===== src/rtl/hpss_pkg.sv =====
// ----------------------------------------------------------------------------
// hpss_pkg
// Shared types and constants of the heater, pump and shaker sequencer.
// ----------------------------------------------------------------------------
package hpss_pkg;

   localparam int ADC_BITS_DEFAULT = 12;

   localparam int CSR_ADDR_BITS = 4;
   localparam int CSR_DATA_BITS = 32;

   localparam logic [1:0] CSR_HEAT_MARGIN   = 2'd0;
   localparam logic [1:0] CSR_REVERSE_PAUSE = 2'd1;
   localparam logic [1:0] CSR_BEEP_TICKS    = 2'd2;

   localparam logic [7:0] HEAT_MARGIN_RESET   = 8'd12;
   localparam logic [9:0] REVERSE_PAUSE_RESET = 10'd100;
   localparam logic [7:0] BEEP_TICKS_RESET    = 8'd20;

   localparam logic [1:0] MOTOR_STOP = 2'd0;
   localparam logic [1:0] MOTOR_CW   = 2'd1;
   localparam logic [1:0] MOTOR_CCW  = 2'd2;

   localparam logic OP_TICK = 1'b0;
   localparam logic OP_POLL = 1'b1;

   typedef struct packed {
      logic [7:0] heat_margin;
      logic [9:0] reverse_pause;
      logic [7:0] beep_ticks;
   } cfg_type;

   typedef struct packed {
      logic       heater_on;
      logic       pump_on;
      logic [1:0] motor_drive;
      logic       beeper_on;
   } rsp_type;

endpackage


===== src/rtl/hpss_if.sv =====
// ----------------------------------------------------------------------------
// hpss_if
// Valid/ready channels: poll and tick beats in, drive state beats out.
// ----------------------------------------------------------------------------
interface hpss_req_if
   import hpss_pkg::*;
   #(parameter int ADC_BITS = ADC_BITS_DEFAULT) ();
   logic                valid;
   logic                ready;
   logic                op;
   logic [ADC_BITS-1:0] measured_temp;
   logic [ADC_BITS-1:0] target_temp;
   logic [ADC_BITS-1:0] shake_time;
   logic [ADC_BITS-1:0] pour_time;
   logic                pour_key_level;
   logic                timed_key_level;

   modport source (output valid, op, measured_temp, target_temp, shake_time, pour_time,
                   pour_key_level, timed_key_level, input ready);
   modport sink   (input valid, op, measured_temp, target_temp, shake_time, pour_time,
                   pour_key_level, timed_key_level, output ready);
endinterface

interface hpss_rsp_if ();
   logic       valid;
   logic       ready;
   logic       heater_on;
   logic       pump_on;
   logic [1:0] motor_drive;
   logic       beeper_on;

   modport source (output valid, heater_on, pump_on, motor_drive, beeper_on, input ready);
   modport sink   (input valid, heater_on, pump_on, motor_drive, beeper_on, output ready);
endinterface


===== src/rtl/hpss_csr.sv =====
// ----------------------------------------------------------------------------
// hpss_csr
// APB register file: heat margin, reverse pause and beep length.
// ----------------------------------------------------------------------------
module hpss_csr
   import hpss_pkg::*;
(
   input  logic                     clock,
   input  logic                     reset,
   input  logic                     csr_psel,
   input  logic                     csr_penable,
   input  logic                     csr_pwrite,
   input  logic [CSR_ADDR_BITS-1:0] csr_paddr,
   input  logic [CSR_DATA_BITS-1:0] csr_pwdata,
   output logic [CSR_DATA_BITS-1:0] csr_prdata,
   output logic                     csr_pready,
   output cfg_type                  cfg
);

   cfg_type    cfg_ff;
   cfg_type    cfg_in;
   logic       wr_en;
   logic [1:0] reg_idx;

   assign csr_pready = 1'b1;
   assign reg_idx    = csr_paddr[3:2];
   assign wr_en      = csr_psel && csr_penable && csr_pwrite;

   always_comb begin
      cfg_in = cfg_ff;
      if (wr_en) begin
         case (reg_idx)
            CSR_HEAT_MARGIN:   cfg_in.heat_margin   = csr_pwdata[7:0];
            CSR_REVERSE_PAUSE: cfg_in.reverse_pause = csr_pwdata[9:0];
            CSR_BEEP_TICKS:    cfg_in.beep_ticks    = csr_pwdata[7:0];
            default:           cfg_in = cfg_ff;
         endcase
      end
   end

   always_comb begin
      case (reg_idx)
         CSR_HEAT_MARGIN:   csr_prdata = {24'd0, cfg_ff.heat_margin};
         CSR_REVERSE_PAUSE: csr_prdata = {22'd0, cfg_ff.reverse_pause};
         CSR_BEEP_TICKS:    csr_prdata = {24'd0, cfg_ff.beep_ticks};
         default:           csr_prdata = '0;
      endcase
   end

   always_ff @(posedge clock) begin
      if (reset) begin
         cfg_ff.heat_margin   <= HEAT_MARGIN_RESET;
         cfg_ff.reverse_pause <= REVERSE_PAUSE_RESET;
         cfg_ff.beep_ticks    <= BEEP_TICKS_RESET;
      end else begin
         cfg_ff <= cfg_in;
      end
   end

   assign cfg = cfg_ff;

endmodule


===== src/rtl/hpss_ctrl.sv =====
// ----------------------------------------------------------------------------
// hpss_ctrl
// Sequencer state and single-pass update for one tick or poll beat.
// ----------------------------------------------------------------------------
module hpss_ctrl
   import hpss_pkg::*;
#(
   parameter int ADC_BITS = ADC_BITS_DEFAULT
) (
   input  logic                clock,
   input  logic                reset,
   input  logic                step,
   input  logic                op,
   input  logic [ADC_BITS-1:0] measured_temp,
   input  logic [ADC_BITS-1:0] target_temp,
   input  logic [ADC_BITS-1:0] shake_time,
   input  logic [ADC_BITS-1:0] pour_time,
   input  logic                pour_key_level,
   input  logic                timed_key_level,
   input  cfg_type             cfg,
   output rsp_type             result
);

   localparam int PCW = ADC_BITS + 1;
   localparam int SCW = ADC_BITS + 2;
   localparam int HW  = ((ADC_BITS > 8) ? ADC_BITS : 8) + 1;
   localparam int CW  = ((SCW > 11) ? SCW : 11) + 1;
   localparam logic [PCW-1:0] POUR_MAX  = {PCW{1'b1}};
   localparam logic [SCW-1:0] SHAKE_MAX = {SCW{1'b1}};

   logic                heater_ff, heater_in;
   logic                pump_ff, pump_in;
   logic [1:0]          motor_ff, motor_in;
   logic                beeper_ff, beeper_in;
   logic                beep_act_ff, beep_act_in;
   logic [7:0]          beep_cnt_ff, beep_cnt_in;
   logic                tpour_ff, tpour_in;
   logic [PCW-1:0]      pour_cnt_ff, pour_cnt_in;
   logic                shaking_ff, shaking_in;
   logic [SCW-1:0]      shake_cnt_ff, shake_cnt_in;
   logic                pkey_arm_ff, pkey_arm_in;
   logic                tkey_arm_ff, tkey_arm_in;
   logic [ADC_BITS-1:0] shake_t_ff, shake_t_in;
   logic [ADC_BITS-1:0] pour_t_ff, pour_t_in;

   logic [8:0]     beep_inc;
   logic [CW-1:0]  t_ext, t_p, t_2, t_2p;
   logic [HW-1:0]  meas_ext, targ_ext, margin_ext;

   assign t_ext      = CW'(shake_t_ff);
   assign t_p        = t_ext + CW'(cfg.reverse_pause);
   assign t_2        = t_ext << 1;
   assign t_2p       = t_2 + CW'(cfg.reverse_pause);
   assign meas_ext   = HW'(measured_temp);
   assign targ_ext   = HW'(target_temp);
   assign margin_ext = HW'(cfg.heat_margin);
   assign beep_inc   = {1'b0, beep_cnt_ff} + 9'd1;

   always_comb begin
      logic [8:0]     bc;
      logic [PCW-1:0] pc;
      logic [SCW-1:0] sc;
      logic [CW-1:0]  sce;

      heater_in    = heater_ff;
      pump_in      = pump_ff;
      motor_in     = motor_ff;
      beeper_in    = beeper_ff;
      beep_act_in  = beep_act_ff;
      beep_cnt_in  = beep_cnt_ff;
      tpour_in     = tpour_ff;
      pour_cnt_in  = pour_cnt_ff;
      shaking_in   = shaking_ff;
      shake_cnt_in = shake_cnt_ff;
      pkey_arm_in  = pkey_arm_ff;
      tkey_arm_in  = tkey_arm_ff;
      shake_t_in   = shake_t_ff;
      pour_t_in    = pour_t_ff;
      bc           = beep_act_ff ? beep_inc : {1'b0, beep_cnt_ff};
      pc           = (tpour_ff && (pour_cnt_ff < POUR_MAX)) ? pour_cnt_ff + PCW'(1)
                                                            : pour_cnt_ff;
      sc           = (shaking_ff && (shake_cnt_ff < SHAKE_MAX)) ? shake_cnt_ff + SCW'(1)
                                                                : shake_cnt_ff;
      sce          = CW'(sc);

      if (step && (op == OP_TICK)) begin
         // advance beep, pour and shake timing
         if (bc > {1'b0, cfg.beep_ticks}) begin
            beep_act_in = 1'b0;
            beep_cnt_in = 8'd0;
         end else begin
            beep_cnt_in = bc[7:0];
         end
         pour_cnt_in = pc;
         if (pc >= PCW'(pour_t_ff)) begin
            tpour_in = 1'b0;
            pump_in  = 1'b0;
         end
         shake_cnt_in = sc;
         if (sce >= t_2p) begin
            motor_in     = MOTOR_STOP;
            shaking_in   = 1'b0;
            shake_cnt_in = '0;
         end else if (sce >= t_2) begin
            motor_in = MOTOR_STOP;
         end else if (sce >= t_p) begin
            motor_in = MOTOR_CCW;
         end else if (sce >= t_ext) begin
            motor_in = MOTOR_STOP;
         end
      end else if (step) begin
         shake_t_in = shake_time;
         pour_t_in  = pour_time;
         beeper_in  = beep_act_ff;
         if (targ_ext >= meas_ext) begin
            heater_in = 1'b0;
         end
         if ((meas_ext < margin_ext) || ((targ_ext + margin_ext) < meas_ext)) begin
            heater_in = 1'b1;
         end
         if (pour_key_level) begin
            pkey_arm_in = 1'b1;
            if (!tpour_ff) begin
               pump_in = 1'b0;
            end
         end else begin
            if (pkey_arm_ff) begin
               beep_act_in = 1'b1;
               pkey_arm_in = 1'b0;
            end
            pump_in  = 1'b1;
            tpour_in = 1'b0;
            if (!shaking_in) begin
               shaking_in   = 1'b1;
               shake_cnt_in = '0;
            end
            motor_in = MOTOR_CW;
         end
         if (!timed_key_level) begin
            tkey_arm_in = 1'b1;
         end
         if (tkey_arm_ff && timed_key_level) begin
            tkey_arm_in = 1'b0;
            tpour_in    = 1'b1;
            beep_act_in = 1'b1;
            pump_in     = 1'b1;
            if (!shaking_in) begin
               shaking_in   = 1'b1;
               shake_cnt_in = '0;
            end
            motor_in    = MOTOR_CW;
            pour_cnt_in = '0;
         end
      end
   end

   always_ff @(posedge clock) begin
      if (reset) begin
         heater_ff    <= 1'b0;
         pump_ff      <= 1'b0;
         motor_ff     <= MOTOR_STOP;
         beeper_ff    <= 1'b0;
         beep_act_ff  <= 1'b0;
         beep_cnt_ff  <= 8'd0;
         tpour_ff     <= 1'b0;
         pour_cnt_ff  <= '0;
         shaking_ff   <= 1'b0;
         shake_cnt_ff <= '0;
         pkey_arm_ff  <= 1'b0;
         tkey_arm_ff  <= 1'b0;
         shake_t_ff   <= '0;
         pour_t_ff    <= '0;
      end else begin
         heater_ff    <= heater_in;
         pump_ff      <= pump_in;
         motor_ff     <= motor_in;
         beeper_ff    <= beeper_in;
         beep_act_ff  <= beep_act_in;
         beep_cnt_ff  <= beep_cnt_in;
         tpour_ff     <= tpour_in;
         pour_cnt_ff  <= pour_cnt_in;
         shaking_ff   <= shaking_in;
         shake_cnt_ff <= shake_cnt_in;
         pkey_arm_ff  <= pkey_arm_in;
         tkey_arm_ff  <= tkey_arm_in;
         shake_t_ff   <= shake_t_in;
         pour_t_ff    <= pour_t_in;
      end
   end

   assign result.heater_on   = heater_in;
   assign result.pump_on     = pump_in;
   assign result.motor_drive = motor_in;
   assign result.beeper_on   = beeper_in;

   a_idle_shake_cleared: assert property (@(posedge clock) disable iff (reset)
      !shaking_ff |-> (shake_cnt_ff == '0))
      else $error("shake counter nonzero while no shake runs");

   a_pour_key_runs_pump: assert property (@(posedge clock) disable iff (reset)
      (step && (op == OP_POLL) && !pour_key_level) |=> (pump_ff && (motor_ff == MOTOR_CW)))
      else $error("held pour key did not run pump and clockwise shake");

   a_beeper_poll_only: assert property (@(posedge clock) disable iff (reset)
      !(step && (op == OP_POLL)) |=> $stable(beeper_ff))
      else $error("beeper changed without a poll");

   a_motor_code: assert property (@(posedge clock) disable iff (reset)
      (motor_ff != MOTOR_CCW) || shaking_ff)
      else $error("counter-clockwise drive outside a shake");

endmodule


===== src/rtl/heater_pump_shaker_sequencer_unit.sv =====
// ----------------------------------------------------------------------------
// heater_pump_shaker_sequencer_unit
// Appliance sequencer: heater hysteresis, manual and timed pour, shake pattern.
// ----------------------------------------------------------------------------
//  channel | direction | carries
//  req_bus | in        | op, four ADC readings, two key levels
//  rsp_bus | out       | heater_on, pump_on, motor_drive, beeper_on
//  csr_*   | in/out    | APB: heat_margin, reverse_pause, beep_ticks
//
//  One beat in, one beat out; a beat passes from accept to rsp_bus
//  through the input register and then the result register.
//  Sustained rate is one beat per cycle while rsp_bus is ready, set by the single-pass state update.
//  Reset is synchronous; the valid flags and state registers return to their reset values.
//  A stalled rsp_bus holds its beat; one more req beat is taken into the
//  input register meanwhile.
// ----------------------------------------------------------------------------
module heater_pump_shaker_sequencer_unit
   import hpss_pkg::*;
#(
   parameter int ADC_BITS = ADC_BITS_DEFAULT
) (
   input  logic                     clock,
   input  logic                     reset,
   hpss_req_if.sink                 req_bus,
   hpss_rsp_if.source               rsp_bus,
   input  logic                     csr_psel,
   input  logic                     csr_penable,
   input  logic                     csr_pwrite,
   input  logic [CSR_ADDR_BITS-1:0] csr_paddr,
   input  logic [CSR_DATA_BITS-1:0] csr_pwdata,
   output logic [CSR_DATA_BITS-1:0] csr_prdata,
   output logic                     csr_pready
);

   cfg_type             cfg;
   rsp_type             result;
   rsp_type             out_ff;
   logic                out_vld_ff, out_vld_in;
   logic                in_vld_ff, in_vld_in;
   logic                op_ff;
   logic [ADC_BITS-1:0] meas_ff, targ_ff, shake_ff, pour_ff;
   logic                pkey_ff, tkey_ff;
   logic                advance;
   logic                step;
   logic                req_take;

   hpss_csr u_csr (
      .clock       (clock),
      .reset       (reset),
      .csr_psel    (csr_psel),
      .csr_penable (csr_penable),
      .csr_pwrite  (csr_pwrite),
      .csr_paddr   (csr_paddr),
      .csr_pwdata  (csr_pwdata),
      .csr_prdata  (csr_prdata),
      .csr_pready  (csr_pready),
      .cfg         (cfg)
   );

   hpss_ctrl #(.ADC_BITS(ADC_BITS)) u_ctrl (
      .clock           (clock),
      .reset           (reset),
      .step            (step),
      .op              (op_ff),
      .measured_temp   (meas_ff),
      .target_temp     (targ_ff),
      .shake_time      (shake_ff),
      .pour_time       (pour_ff),
      .pour_key_level  (pkey_ff),
      .timed_key_level (tkey_ff),
      .cfg             (cfg),
      .result          (result)
   );

   assign advance       = !out_vld_ff || rsp_bus.ready;
   assign step          = in_vld_ff && advance;
   assign req_bus.ready = !in_vld_ff || advance;
   assign req_take      = req_bus.valid && req_bus.ready;

   always_comb begin
      in_vld_in = in_vld_ff;
      if (req_take) begin
         in_vld_in = 1'b1;
      end else if (step) begin
         in_vld_in = 1'b0;
      end
      out_vld_in = out_vld_ff;
      if (step) begin
         out_vld_in = 1'b1;
      end else if (rsp_bus.ready) begin
         out_vld_in = 1'b0;
      end
   end

   always_ff @(posedge clock) begin
      if (reset) begin
         in_vld_ff  <= 1'b0;
         out_vld_ff <= 1'b0;
      end else begin
         in_vld_ff  <= in_vld_in;
         out_vld_ff <= out_vld_in;
      end
   end

   always_ff @(posedge clock) begin
      if (req_take) begin
         op_ff    <= req_bus.op;
         meas_ff  <= req_bus.measured_temp;
         targ_ff  <= req_bus.target_temp;
         shake_ff <= req_bus.shake_time;
         pour_ff  <= req_bus.pour_time;
         pkey_ff  <= req_bus.pour_key_level;
         tkey_ff  <= req_bus.timed_key_level;
      end
      if (step) begin
         out_ff <= result;
      end
   end

   assign rsp_bus.valid       = out_vld_ff;
   assign rsp_bus.heater_on   = out_ff.heater_on;
   assign rsp_bus.pump_on     = out_ff.pump_on;
   assign rsp_bus.motor_drive = out_ff.motor_drive;
   assign rsp_bus.beeper_on   = out_ff.beeper_on;

   a_in_held: assert property (@(posedge clock) disable iff (reset)
      (in_vld_ff && !advance) |=> (in_vld_ff && $stable(op_ff) && $stable(meas_ff)))
      else $error("input beat lost while result stalled");

   a_out_loaded: assert property (@(posedge clock) disable iff (reset)
      step |=> out_vld_ff)
      else $error("result beat not loaded");

   a_no_take_when_full: assert property (@(posedge clock) disable iff (reset)
      (in_vld_ff && out_vld_ff && !rsp_bus.ready) |-> !req_bus.ready)
      else $error("beat taken with both stages full");

endmodule


===== src/flat_wrapper.sv =====
// flat-port wrapper written by rule: the top's interface ports become plain ports
module heater_pump_shaker_sequencer_unit_flat import hpss_pkg::*;
#(
   parameter int ADC_BITS = ADC_BITS_DEFAULT
)
  (clock, reset, csr_psel, csr_penable, csr_pwrite, csr_paddr, csr_pwdata, csr_prdata, csr_pready, req_bus_valid, req_bus_op, req_bus_measured_temp, req_bus_target_temp, req_bus_shake_time, req_bus_pour_time, req_bus_pour_key_level, req_bus_timed_key_level, req_bus_ready, rsp_bus_valid, rsp_bus_heater_on, rsp_bus_pump_on, rsp_bus_motor_drive, rsp_bus_beeper_on, rsp_bus_ready);
  hpss_req_if #(.ADC_BITS(ADC_BITS)) req_bus_i ();
  hpss_rsp_if rsp_bus_i ();
  input  logic clock;
  input  logic reset;
  input  logic csr_psel;
  input  logic csr_penable;
  input  logic csr_pwrite;
  input  logic [CSR_ADDR_BITS-1:0] csr_paddr;
  input  logic [CSR_DATA_BITS-1:0] csr_pwdata;
  output logic [CSR_DATA_BITS-1:0] csr_prdata;
  output logic csr_pready;
  input wire logic [$bits(req_bus_i.valid)-1:0] req_bus_valid;
  input wire logic [$bits(req_bus_i.op)-1:0] req_bus_op;
  input wire logic [$bits(req_bus_i.measured_temp)-1:0] req_bus_measured_temp;
  input wire logic [$bits(req_bus_i.target_temp)-1:0] req_bus_target_temp;
  input wire logic [$bits(req_bus_i.shake_time)-1:0] req_bus_shake_time;
  input wire logic [$bits(req_bus_i.pour_time)-1:0] req_bus_pour_time;
  input wire logic [$bits(req_bus_i.pour_key_level)-1:0] req_bus_pour_key_level;
  input wire logic [$bits(req_bus_i.timed_key_level)-1:0] req_bus_timed_key_level;
  output wire logic [$bits(req_bus_i.ready)-1:0] req_bus_ready;
  output wire logic [$bits(rsp_bus_i.valid)-1:0] rsp_bus_valid;
  output wire logic [$bits(rsp_bus_i.heater_on)-1:0] rsp_bus_heater_on;
  output wire logic [$bits(rsp_bus_i.pump_on)-1:0] rsp_bus_pump_on;
  output wire logic [$bits(rsp_bus_i.motor_drive)-1:0] rsp_bus_motor_drive;
  output wire logic [$bits(rsp_bus_i.beeper_on)-1:0] rsp_bus_beeper_on;
  input wire logic [$bits(rsp_bus_i.ready)-1:0] rsp_bus_ready;
  assign req_bus_i.valid = req_bus_valid;
  assign req_bus_i.op = req_bus_op;
  assign req_bus_i.measured_temp = req_bus_measured_temp;
  assign req_bus_i.target_temp = req_bus_target_temp;
  assign req_bus_i.shake_time = req_bus_shake_time;
  assign req_bus_i.pour_time = req_bus_pour_time;
  assign req_bus_i.pour_key_level = req_bus_pour_key_level;
  assign req_bus_i.timed_key_level = req_bus_timed_key_level;
  assign req_bus_ready = req_bus_i.ready;
  assign rsp_bus_valid = rsp_bus_i.valid;
  assign rsp_bus_heater_on = rsp_bus_i.heater_on;
  assign rsp_bus_pump_on = rsp_bus_i.pump_on;
  assign rsp_bus_motor_drive = rsp_bus_i.motor_drive;
  assign rsp_bus_beeper_on = rsp_bus_i.beeper_on;
  assign rsp_bus_i.ready = rsp_bus_ready;
  heater_pump_shaker_sequencer_unit #(.ADC_BITS(ADC_BITS)) u_core (.clock(clock), .reset(reset), .req_bus(req_bus_i), .rsp_bus(rsp_bus_i), .csr_psel(csr_psel), .csr_penable(csr_penable), .csr_pwrite(csr_pwrite), .csr_paddr(csr_paddr), .csr_pwdata(csr_pwdata), .csr_prdata(csr_prdata), .csr_pready(csr_pready));
endmodule

===== config.mk =====
export PLATFORM = sky130hd
export DESIGN_NAME = heater_pump_shaker_sequencer_unit_flat
export DESIGN_NICKNAME = d
export VERILOG_FILES = /design/src/rtl/hpss_pkg.sv /design/src/rtl/hpss_if.sv /design/src/rtl/hpss_csr.sv /design/src/rtl/hpss_ctrl.sv /design/src/rtl/heater_pump_shaker_sequencer_unit.sv /design/src/flat_wrapper.sv
export SDC_FILE = /design/constraint.sdc
export NUM_CORES = 1
export LEC_CHECK = 0
export BUFFER_PORTS_ARGS = -buffer_cell sky130_fd_sc_hd__buf_2
export CAP_MARGIN = 20
export CORE_ASPECT_RATIO = 1.25
export CORE_MARGIN = 8
export CORE_UTILIZATION = 35
export DETAILED_ROUTE_END_ITERATION = 12
export GPL_TIMING_DRIVEN = 0
export SYNTH_ARGS = -nofsm -noshare
export SYNTH_HDL_FRONTEND = slang
export SYNTH_SLANG_ARGS = --single-unit
export TNS_END_PERCENT = 5

===== constraint.sdc =====
create_clock -name clock -period 10.06 [get_ports clock]
set_input_delay 1.509 -clock clock [delete_from_list [all_inputs] [get_ports clock]]
set_output_delay 1.509 -clock clock [all_outputs]
set_load 0.1 [all_outputs]

==> results.sh, run 1 <==
export IMPL_critPathMaxStageDelay_ns=0.57
export IMPL_fin_ws_ns=5.35
export IMPL_setup_tns_ns=0
export IMPL_synth_cell_types=76
export IMPL_grt_max_degree=40
export IMPL_hold_buffers=0
export IMPL_cp_arrival_ns=3.20
export IMPL_ys_seq_area_share_pct=35.8
export IMPL_floorplan_initialDensity_pct=35.5
export IMPL_vias_per_cell=5.11
export IMPL_ctsLongestPathBuffers=2
export IMPL_critPathLaunchType="input port"
export IMPL_period_share_pct=46.8
export IMPL_fin_util_pct=41.0
export IMPL_wl_um=25400
export IMPL_dieArea_um2=34700
export IMPL_status="completed"
export IMPL_ant_nets=0
export IMPL_drive_above_1_share_pct=12.8
export IMPL_fp_dieW_um=168
export IMPL_antenna_cells=0
export IMPL_hold_viol=0
export IMPL_hp_class="register to register"
export IMPL_cts_setup_buffers=0
export IMPL_worstHoldStart="u_core.tkey_ff$_DFFE_PP_"
export IMPL_track_usage_pct=14.9
export IMPL_critical_path_cell_chain="clkbuf_1 -> buf_1 -> mux2i_1 -> o21ai_0 -> buf_2"
export IMPL_r2r_slack_ns=5.78
export IMPL_p_clk_share_pct=41.5
export IMPL_seq_power_share_pct=43.9
export IMPL_finalSetupViolations=0
export IMPL_async_reset_ff_share_pct=0
export IMPL_ctsResizeCount=0
export IMPL_cts_made_buffers=17
export IMPL_ys_flop_type="dfxtp_1"
export IMPL_crit_start="csr_paddr[2]"
export IMPL_grt_setup_unrepaired="false"
export IMPL_critical_path_max_fanout=10
export IMPL_drv_slew=0
export IMPL_peakVddDrop_mv=0.127
export IMPL_post_route_drc_count=0
export IMPL_htree_levels=4
export IMPL_p_int_mw=1.11
export IMPL_grt_pass1_wl_um=41300
export IMPL_tightestPinTransition_ns=0.941
export IMPL_drt_first_pass_iters=5
export IMPL_core_area_um2=28500
export IMPL_cts_sinks=153
export IMPL_criticalPathCategory="input port to primary output"
export IMPL_required_ns=8.55
export IMPL_nets=1488
export IMPL_comb_power_share_pct=14.6
export IMPL_crit_end="csr_prdata[5]"
export IMPL_cts_tree="built"
export IMPL_area_growth_pct=15.4
export IMPL_grt_overflow=0
export IMPL_synth_edff_count=56
export IMPL_reg2reg_depth=18
export IMPL_maxCapViolations=0
export IMPL_synth_cells=1135
export IMPL_max_freq_mhz=212
export IMPL_first_iter_violations=393
export IMPL_wl_per_cell_um=15.6
export IMPL_clk_latency_ns=0.43
export IMPL_die_y_um=206
export IMPL_yosysWarningCount=0
export IMPL_grt_pass1_vias=8324
export IMPL_netlist_area_um2=10100
export IMPL_powerDensity_nw_per_um2=132
export IMPL_clk_pin_slew_ns=0.07
export IMPL_fp_row_count=69
export IMPL_synth_largest_area_cell="dfxtp_1"
export IMPL_avgSynthCellArea_um2=8.92
export IMPL_reg2reg_from="u_core.u_ctrl.shake_t_ff[0]$_SDFFE_PP0P_"
export IMPL_vias=8321
export IMPL_slew_headroom_pct=35.7
export IMPL_power_leakage_nw=4.86
export IMPL_ios=134
export IMPL_p_sw_mw=0.437
export IMPL_swShare_pct=28.3
export IMPL_hpwl_um=20400
export IMPL_io_buffers=84
export IMPL_reg2reg_to="u_core.u_ctrl.shake_cnt_ff[10]$_SDFFE_PP0P_"
export IMPL_finalClockSkew_ns=0.0108
export IMPL_synth_area_top_cells="dfxtp_1 (19%), edfxtp_1 (17%), ha_1 (16%), nand2_1 (4.9%), a21oi_1 (4.6%)"
export IMPL_yosysTopAreaCellShare_pct=19.2
export IMPL_gp_congestion=0.855
export IMPL_worst_path_max_delay_cell="buf_1"
export IMPL_synth_seq_cells=153
export IMPL_root_buffer="clkbuf_16"
export IMPL_antenna_found_initial=0
export IMPL_dp_worst_setup_slack_ns=5.36
export IMPL_end_kind="primary output"
export IMPL_min_period_ns=4.71
-- final cells by class --
| type | instances | area [µm²] |
|---|---|---|
| sequential | 153 | 3620 |
| fill | 2876 | 16800 |
| clock buffer | 21 | 482 |
| inverter | 69 | 259 |
| buffer | 65 | 349 |
| timing repair buffer | 85 | 440 |
| clock inverter | 11 | 109 |
| tap | 355 | 444 |
| multi-input combinational | 869 | 5970 |
-- kinds of logic (layout without fill, tap and decap cells) --
logic type,count (synthesis),count (layout),share of synthesized area [%]
xor+xnor,57,57,5.01
fa+ha+maj,134,134,16.8
mux,26,26,2.64
buf+inv,134,251,6.01
other cells,2,23,0.0742
compound gates,263,263,16.5
flops,153,153,35.8
simple gates,366,366,17.2
-- state kept, by name, summed over array words and instances, names as in the netlist, 8 cells and up --
signal and flops:
u_core.shake_ff 12, u_core.pour_ff 12, u_core.u_ctrl.shake_t_ff 12, u_core.u_ctrl.beep_cnt_ff 8, u_core.u_csr.cfg 26, u_core.u_ctrl.pour_cnt_ff 13, u_core.u_ctrl.shake_cnt_ff 14, u_core.meas_ff 12
u_core.u_ctrl.pour_t_ff 12, u_core.targ_ff 12
-- Yosys cell counts (6+ instances only) --
cell type / instances
ha_1: 131
mux2i_1: 23
o21a_1: 11
nor3_1: 21
a31oi_1: 6
xnor2_1: 40
dfxtp_1: 97
o21ai_0: 51
nor4_1: 6
nand2b_1: 13
xor2_1: 16
a22oi_1: 13
nor2b_1: 15
nand4_1: 14
nand2_1: 131
clkbuf_1: 29
nor2_1: 90
and2_1: 7
buf_1: 8
a21oi_1: 93
edfxtp_1: 56
a211oi_1: 13
o21ai_1: 6
a211o_1: 8
inv_1: 65
buf_4: 23
nand3_1: 33
a21o_1: 17
and3_1: 8
-- how the worst min path moves through the flow --
stage                                                to  slack [ns]  cells past startpoint
2_1_floorplan    u_core.u_ctrl.tkey_arm_ff$_SDFFE_PP0P_        0.43                      1
3_3_place_gp     u_core.u_ctrl.pkey_arm_ff$_SDFFE_PP0P_        0.44                      2
3_5_place_dp     u_core.u_ctrl.tkey_arm_ff$_SDFFE_PP0P_        0.45                      1
4_1_cts          u_core.u_ctrl.tkey_arm_ff$_SDFFE_PP0P_        0.45                      1
5_1_grt        u_core.u_ctrl.pour_t_ff[11]$_SDFFE_PP0P_        0.48                      2
6_report         u_core.u_ctrl.tkey_arm_ff$_SDFFE_PP0P_        0.45                      1
-- stage by stage --
stage                     hold WS [ns]  instances  power (mW)  cell area [µm²]
after CTS                        0.455       1628        1.56            11700
final                            0.454       1628        1.54            11700
after detailed placement         0.450       1596       0.917            11100
after floorplan                  0.433       1156       0.858            10200
after global placement           0.443       1595       0.913            11100
after global routing             0.477       1628        1.61            11700
-- power by group through the flow --
stage	clock network (mW)	logic (mW)	registers (mW)
floorplan	0	0.161	0.697
global placement	0	0.221	0.692
detailed placement	0	0.225	0.692
CTS	0.655	0.226	0.678
global route	0.679	0.247	0.680
finish	0.641	0.225	0.678
-- per-layer routing --
layer  vias up  global-route usage, %  part of all wire (%)
li1       4272                      -                     -
met1      3856                   16.1                    42
met2       150                   27.7                    51
met3        43                   2.37                   3.0
met4         0                   7.79                   3.9
met5         -                      0                     0
-- layout by cell type, fill, tap and decap left out, drive strengths merged, types with 35 or more instances in the layout --
cell	netlist	final
a21oi	93	93
buf	36	121
clkbuf	29	50
dfxtp	97	97
edfxtp	56	56
ha	131	131
inv	68	72
nand2	131	131
nand3	35	35
nor2	90	90
o21ai	57	57
xnor2	41	41
-- worst max-delay path, delay by kind of cell --
kind                   cells  cell delay (ns)
AO/OA/AOI/OAI              1             0.29
multiplexers               1             0.15
buffers and inverters      3             1.23
Note: power is estimated with default switching activity, not from simulation.
==> inputs of run 2 (changes only) <==
--- a/config.mk
+++ b/config.mk
@@ -5,6 +5,7 @@
 export SDC_FILE = /design/constraint.sdc
 export NUM_CORES = 1
 export LEC_CHECK = 0
+export ABC_AREA = 1
 export BUFFER_PORTS_ARGS = -buffer_cell sky130_fd_sc_hd__buf_2
 export CAP_MARGIN = 20
 export CORE_ASPECT_RATIO = 1.25
==> constraint.sdc (replaced) <==
create_clock -name clock -period 4.9 [get_ports clock]
set_input_delay 0.735 -clock clock [delete_from_list [all_inputs] [get_ports clock]]
set_output_delay 0.735 -clock clock [all_outputs]
set_load 0.1 [all_outputs]
==> results.sh, run 2 <==
export IMPL_hold_depth=2
export IMPL_io_buffers=85
export IMPL_tightestPinTransition_ns=0.746
export IMPL_wl_per_cell_um=14.8
export IMPL_p_int_mw=2.28
export IMPL_ys_seq_area_share_pct=35.2
export IMPL_post_route_drc_count=0
export IMPL_fin_util_pct=40.9
export IMPL_power_mw=3.35
export IMPL_cts_sinks=153
export IMPL_slew_headroom_pct=50.3
export IMPL_hpwl_um=21800
export IMPL_nFillCells=3028
export IMPL_end_kind="register"
export IMPL_worst_hold_slack_ns=0.454
export IMPL_p_clk_share_pct=39.8
export IMPL_synth_commonest_cells="nand2_1 (259), inv_1 (154), a21oi_1 (142)"
export IMPL_vias=8840
export IMPL_ctsResizeCount=0
export IMPL_yosysWarningCount=0
export IMPL_synth_most_common_cell="nand2_1"
export IMPL_grt_max_degree=40
export IMPL_first_iter_violations=412
export IMPL_finalSetupViolations=0
export IMPL_ctsLongestPathBuffers=2
export IMPL_drive_above_1_share_pct=13.6
export IMPL_drt_first_pass_iters=5
export IMPL_synth_area_top_cells="dfxtp_1 (19%), edfxtp_1 (16%), ha_1 (16%), nand2_1 (9.5%), a21oi_1 (6.9%)"
export IMPL_peakVddDrop_mv=0.184
export IMPL_cts_made_buffers=17
export IMPL_min_period_ns=3.92
export IMPL_dieArea_um2=35100
export IMPL_area_growth_pct=15.7
export IMPL_wl_um=27200
export IMPL_cp_arrival_ns=4.29
export IMPL_gp_congestion=0.853
export IMPL_ant_nets=0
export IMPL_setup_tns_ns=0
export IMPL_antenna_found_initial=1
export IMPL_avgSynthCellArea_um2=7.91
export IMPL_seq_power_share_pct=41.9
export IMPL_power_leakage_nw=5.32
export IMPL_fp_dieW_um=169
export IMPL_grt_pass1_wl_um=43900
export IMPL_period_share_pct=80.1
export IMPL_netlist_area_um2=10300
export IMPL_reg2reg_from="u_core.u_ctrl.shake_t_ff[0]$_SDFFE_PP0P_"
export IMPL_drv_slew=0
export IMPL_final_common_cell="nand2_1"
export IMPL_vias_per_cell=4.82
export IMPL_synth_edff_count=56
export IMPL_comb_power_share_pct=18.2
export IMPL_required_ns=5.27
export IMPL_swShare_pct=31.8
export IMPL_ys_flop_type="dfxtp_1"
export IMPL_worstHoldStart="u_core.u_ctrl.pkey_arm_ff$_SDFFE_PP0P_"
export IMPL_min_to="u_core.u_ctrl.pkey_arm_ff$_SDFFE_PP0P_"
export IMPL_maxCapViolations=0
export IMPL_synth_cell_types=49
export IMPL_max_freq_mhz=255
export IMPL_root_buffer="clkbuf_16"
export IMPL_ios=134
export IMPL_dp_worst_setup_slack_ns=0.971
export IMPL_critPathLaunchType="register"
export IMPL_r2r_slack_ns=0.98
export IMPL_clk_pin_slew_ns=0.07
export IMPL_die_y_um=208
export IMPL_floorplan_initialDensity_pct=35.4
export IMPL_clk_latency_ns=0.44
export IMPL_hold_viol=0
export IMPL_htree_levels=4
export IMPL_hp_class="register to register"
export IMPL_grt_pass1_vias=8665
export IMPL_fp_row_count=70
export IMPL_hold_buffers=0
export IMPL_grt_setup_unrepaired="false"
export IMPL_synth_cells=1299
export IMPL_critical_path_max_fanout=10
export IMPL_synth_seq_cells=153
export IMPL_cts_tree="built"
export IMPL_yosysTopAreaCellShare_pct=18.9
export IMPL_fin_ws_ns=0.977
export IMPL_cts_setup_buffers=0
export IMPL_p_sw_mw=1.07
export IMPL_finalClockSkew_ns=0.0118
export IMPL_async_reset_ff_share_pct=0
export IMPL_largest_reg_flops=26
export IMPL_grt_overflow=0
export IMPL_reg2reg_depth=18
export IMPL_synth_largest_area_cell="dfxtp_1"
export IMPL_layout_common_cells="nand2_1 (259), inv_1 (153), a21oi_1 (142), ha_1 (131), dfxtp_1 (97)"
export IMPL_reg2reg_to="u_core.u_ctrl.shake_cnt_ff[1]$_SDFFE_PP0P_"
export IMPL_powerDensity_nw_per_um2=282
export IMPL_criticalPathCategory="register to register"
export IMPL_track_usage_pct=15.7
export IMPL_nets=1653
export IMPL_core_area_um2=29100
export IMPL_status="completed"
## run 2: cell count changes in the layout (fill, tap and decap cells not counted), sizes merged, moves of 15 or more
cell,previous run,this run
xnor2,41,17
o21ai,57,72
nand3,35,54
inv,72,172
mux2i,23,0
xor2,16,36
a21oi,93,146
nand2,131,274
## run 2: metrics by stage
stage | cell area, µm² | instances
6_report | 11900 | 1835
5_1_grt | 11900 | 1835
4_1_cts | 11900 | 1834
3_5_place_dp | 11300 | 1802
3_3_place_gp | 11300 | 1801
2_1_floorplan | 10400 | 1320
## run 2: cell families (layout without fill, tap and decap cells)
group | Yosys count | count (layout) | share of synthesized area (%)
buffers and inverters | 216 | 334 | 8.88
AND/OR/NAND/NOR | 478 | 478 | 20.5
flip-flops | 153 | 153 | 35.2
adder cells (fa/ha/maj) | 134 | 134 | 16.5
XOR/XNOR | 53 | 53 | 4.59
other | 2 | 24 | 0.0730
AO/OA/AOI/OAI | 263 | 263 | 14.2
## run 2: power by group through the flow
stage	combinational (mW)	clock, mW	sequential [mW]
final	0.610	1.34	1.41
after global routing	0.681	1.42	1.41
after CTS	0.612	1.38	1.41
after detailed placement	0.608	0	1.43
after global placement	0.596	0	1.44
after floorplan	0.442	0	1.44
## run 2: critical path, stage by stage (launching register included)
cell     delay (ns)
dfxtp_1        0.41
ha_1           0.29
fa_1           0.45
a21oi_1        0.26
o21ai_0        0.20
a21oi_1        0.20
nor2_1         0.08
xor2_1         0.15
ha_1           0.32
a21oi_1        0.15
o21ai_0        0.10
a21oi_1        0.13
nand2_1        0.06
nor2_1         0.24
inv_1          0.14
nor2_4         0.19
buf_2          0.28
nand2_1        0.09
a21oi_1        0.14
## run 2: how the worst max path moves through the flow
stage | end | slack, ns | cells after the start | from
floorplan | u_core.meas_ff[0]$_DFFE_PP_ | 1.50 | 3 | u_core.rsp_bus.valid$_SDFFE_PP0P_
global placement | u_core.u_ctrl.shake_cnt_ff[10]$_SDFFE_PP0P_ | 1.04 | 18 | u_core.u_ctrl.shake_t_ff[0]$_SDFFE_PP0P_
detailed placement | u_core.u_ctrl.shake_cnt_ff[1]$_SDFFE_PP0P_ | 0.97 | 18 | u_core.u_ctrl.shake_t_ff[0]$_SDFFE_PP0P_
CTS | u_core.u_ctrl.shake_cnt_ff[1]$_SDFFE_PP0P_ | 0.96 | 18 | u_core.u_ctrl.shake_t_ff[0]$_SDFFE_PP0P_
global route | u_core.u_ctrl.shake_cnt_ff[5]$_SDFFE_PP0P_ | 0.65 | 21 | u_core.u_csr.cfg[12]$_SDFFE_PP0P_
finish | u_core.u_ctrl.shake_cnt_ff[1]$_SDFFE_PP0P_ | 0.98 | 18 | u_core.u_ctrl.shake_t_ff[0]$_SDFFE_PP0P_
## run 2: final cells by class
class / count / area, µm² / share of cell area [%]
Antenna cell: 1 / 2.50 / 0.0210
Buffer: 51 / 292 / 2.45
Clock buffer: 18 / 429 / 3.61
Clock inverter: 14 / 160 / 1.35
Inverter: 165 / 622 / 5.23
Multi-Input combinational cell: 951 / 5820 / 49.0
Sequential cell: 153 / 3620 / 30.5
Tap cell: 396 / 495 / 4.17
Timing Repair Buffer: 86 / 445 / 3.75
## run 2: routing by layer
metal  global-route usage (%)  routed length (µm)  up-vias
met2                     28.1               13600      180
li1                         -                   -     4580
met3                     2.53                1060       36
met4                     6.21                 697        0
met1                     18.3               11800     4044
met5                        0                   0        -
==> inputs of run 3 (changes only) <==
==> constraint.sdc (replaced) <==
create_clock -name clock -period 3.28 [get_ports clock]
set_input_delay 0.492 -clock clock [delete_from_list [all_inputs] [get_ports clock]]
set_output_delay 0.492 -clock clock [all_outputs]
set_load 0.1 [all_outputs]
==> results.sh, run 3 (synthesis results as in run 2) <==
export IMPL_antenna_found_initial=2
export IMPL_hp_class="input port to register"
export IMPL_criticalPathCategory="register to register"
export IMPL_die_y_um=208
export IMPL_cpLargestDelayFamily="simple AND/OR/NAND/NOR gates"
export IMPL_worst_path_max_delay_cell="dfxtp_4"
export IMPL_grt_pass1_wl_um=44000
export IMPL_finalInstanceArea_um2=12500
export IMPL_period_share_pct=100
export IMPL_core_area_um2=29100
export IMPL_critPathMaxStageDelay_ns=0.37
export IMPL_grt_setup_unrepaired="true"
export IMPL_finalClockSkew_ns=0.0115
export IMPL_drive_above_1_share_pct=20.5
export IMPL_nets=1678
export IMPL_gp_congestion=0.864
export IMPL_reg2reg_depth=21
export IMPL_hpwl_um=22000
export IMPL_clk_latency_ns=0.44
export IMPL_vias=9025
export IMPL_hold_depth=1
export IMPL_path_buf_inv=2
export IMPL_ctsLongestPathBuffers=2
export IMPL_grt_pass1_vias=8844
export IMPL_largest_reg_flops=26
export IMPL_max_freq_mhz=303
export IMPL_slew_headroom_pct=46.3
export IMPL_floorplan_initialDensity_pct=35.4
export IMPL_violations="negative setup slack"
export IMPL_htree_levels=4
export IMPL_r2r_slack_ns=-0.02
export IMPL_track_usage_pct=15.7
export IMPL_worstHoldStart="req_bus_target_temp[0]"
export IMPL_fp_row_count=70
export IMPL_cp_arrival_ns=3.60
export IMPL_cts_tree="built"
export IMPL_critical_path_cell_chain="ha_4 -> a21oi_4 -> o21ai_2 -> nand2_1 -> o211ai_1 -> nand2_1 -> nand2_1 -> a21oi_2 -> nor2_2 -> xor2_1 -> ha_1 -> nand2_2 -> o21ai_1 -> a21oi_1 -> nand2_2 -> nor2_4 -> inv_2 -> nor2_4 -> buf_6 -> nand3_4 -> nand2_2"
export IMPL_min_to="u_core.targ_ff[0]$_DFFE_PP_"
export IMPL_power_mw=5.17
export IMPL_ant_nets=0
export IMPL_layout_common_cells="nand2_1 (249), inv_1 (148), a21oi_1 (129), ha_1 (119), buf_2 (86)"
export IMPL_peakVddDrop_mv=0.309
export IMPL_drv_slew=0
export IMPL_wl_um=27900
export IMPL_tightestPinTransition_ns=0.806
export IMPL_clk_pin_slew_ns=0.07
export IMPL_cts_made_buffers=17
export IMPL_io_buffers=85
export IMPL_grt_max_degree=42
export IMPL_hold_viol=0
export IMPL_finalSetupViolations=3
export IMPL_powerDensity_nw_per_um2=413
export IMPL_grt_overflow=0
export IMPL_drt_first_pass_iters=5
export IMPL_vias_per_cell=4.85
export IMPL_root_buffer="clkbuf_16"
export IMPL_first_iter_violations=427
export IMPL_fin_ws_ns=-0.0157
export IMPL_final_common_cell="nand2_1"
export IMPL_reg2reg_to="u_core.rsp_bus.motor_drive[1]$_DFFE_PP_"
export IMPL_dieArea_um2=35100
export IMPL_reg2reg_from="u_core.u_ctrl.shake_t_ff[1]$_SDFFE_PP0P_"
export IMPL_cts_sinks=153
export IMPL_status="complete, but fails checks"
export IMPL_ios=134
export IMPL_min_period_ns=3.30
export IMPL_maxCapViolations=0
export IMPL_area_growth_pct=21.8
export IMPL_fp_dieW_um=169
export IMPL_wl_per_cell_um=15.0
export IMPL_power_leakage_nw=5.49
export IMPL_required_ns=3.58
export IMPL_crit_start="u_core.u_ctrl.shake_t_ff[1]$_SDFFE_PP0P_"
export IMPL_end_kind="register"
export IMPL_critPathLaunchType="register"
export IMPL_post_route_drc_count=0
export IMPL_setup_tns_ns=-0.0291
export IMPL_placed_area_um2=11300
export IMPL_critical_path_max_fanout=4
[run 3: changes by cell type in the layout (fill, tap and decap cells not counted), sizes merged]
cell | before | now
bufinv | 1 | 2
clkbuf | 42 | 41
buf | 113 | 138
diode | 1 | 2
[run 3: cell type report]
type	instances	area (µm²)
clock buffer	17	425
buffer	51	298
timing repair buffer	111	641
tap	396	495
antenna	2	5.00
fill	2928	16600
inverter	165	622
clock inverter	15	200
sequential	153	3660
multi-input combinational	951	6170
[run 3: metal layers]
layer / global-route usage, % / vias up / share of wire (%)
met5: 0 / - / 0
met2: 28.5 / 187 / 51
met4: 6.24 / 0 / 2.5
li1: - / 4622 / -
met1: 17.6 / 4168 / 42
met3: 2.78 / 48 / 4.1
[run 3: report_power, final]
group | switching (mW) | internal (mW) | total, mW
Clock | 0.919 | 1.17 | 2.09
Combinational | 0.656 | 0.324 | 0.980
Sequential | 0.0555 | 2.05 | 2.10
Total | 1.63 | 3.54 | 5.17
[run 3: per-stage QoR]
step                instances  util (%)  hold slack [ns]  setup WS (ns)
floorplan                1320         -            0.429          0.212
global placement         1801      38.8            0.443         -0.609
detailed placement       1802      38.9            0.451         -0.661
CTS                      1843      41.9            0.212        -0.0299
global route             1861      43.1            0.209         -0.193
finish                   1861      43.1            0.228        -0.0157
[run 3: how the worst max path moves through the flow]
stage | to | slack [ns] | cells after the start
6_report | u_core.rsp_bus.motor_drive[1]$_DFFE_PP_ | -0.02 | 21
3_5_place_dp | u_core.u_ctrl.shake_cnt_ff[10]$_SDFFE_PP0P_ | -0.66 | 21
5_1_grt | u_core.u_ctrl.shake_cnt_ff[11]$_SDFFE_PP0P_ | -0.19 | 24
2_1_floorplan | u_core.rsp_bus.motor_drive[1]$_DFFE_PP_ | 0.21 | 20
3_3_place_gp | u_core.u_ctrl.shake_cnt_ff[10]$_SDFFE_PP0P_ | -0.61 | 18
4_1_cts | u_core.u_ctrl.shake_cnt_ff[11]$_SDFFE_PP0P_ | -0.03 | 19
[run 3: timing repair]
action,in CTS,in global routing
cloned,1,0
resized for setup,56,49
setup buffers,8,16
endpoints found under the hold margin,0,0
pin swaps,17,28
hold buffers,0,0
endpoints found under the setup margin,19,21
[run 3: worst register-to-register path, cell delays in order (launching register included)]
cell and delay [ns]:
dfxtp_4 0.37, ha_4 0.25, a21oi_4 0.16, o21ai_2 0.10, nand2_1 0.06, o211ai_1 0.14, nand2_1 0.11, nand2_1 0.08
a21oi_2 0.20, nor2_2 0.06, xor2_1 0.14, ha_1 0.31, nand2_2 0.11, o21ai_1 0.08, a21oi_1 0.21, nand2_2 0.10
nor2_4 0.13, inv_2 0.07, nor2_4 0.16, buf_6 0.15, nand3_4 0.09, nand2_2 0.08
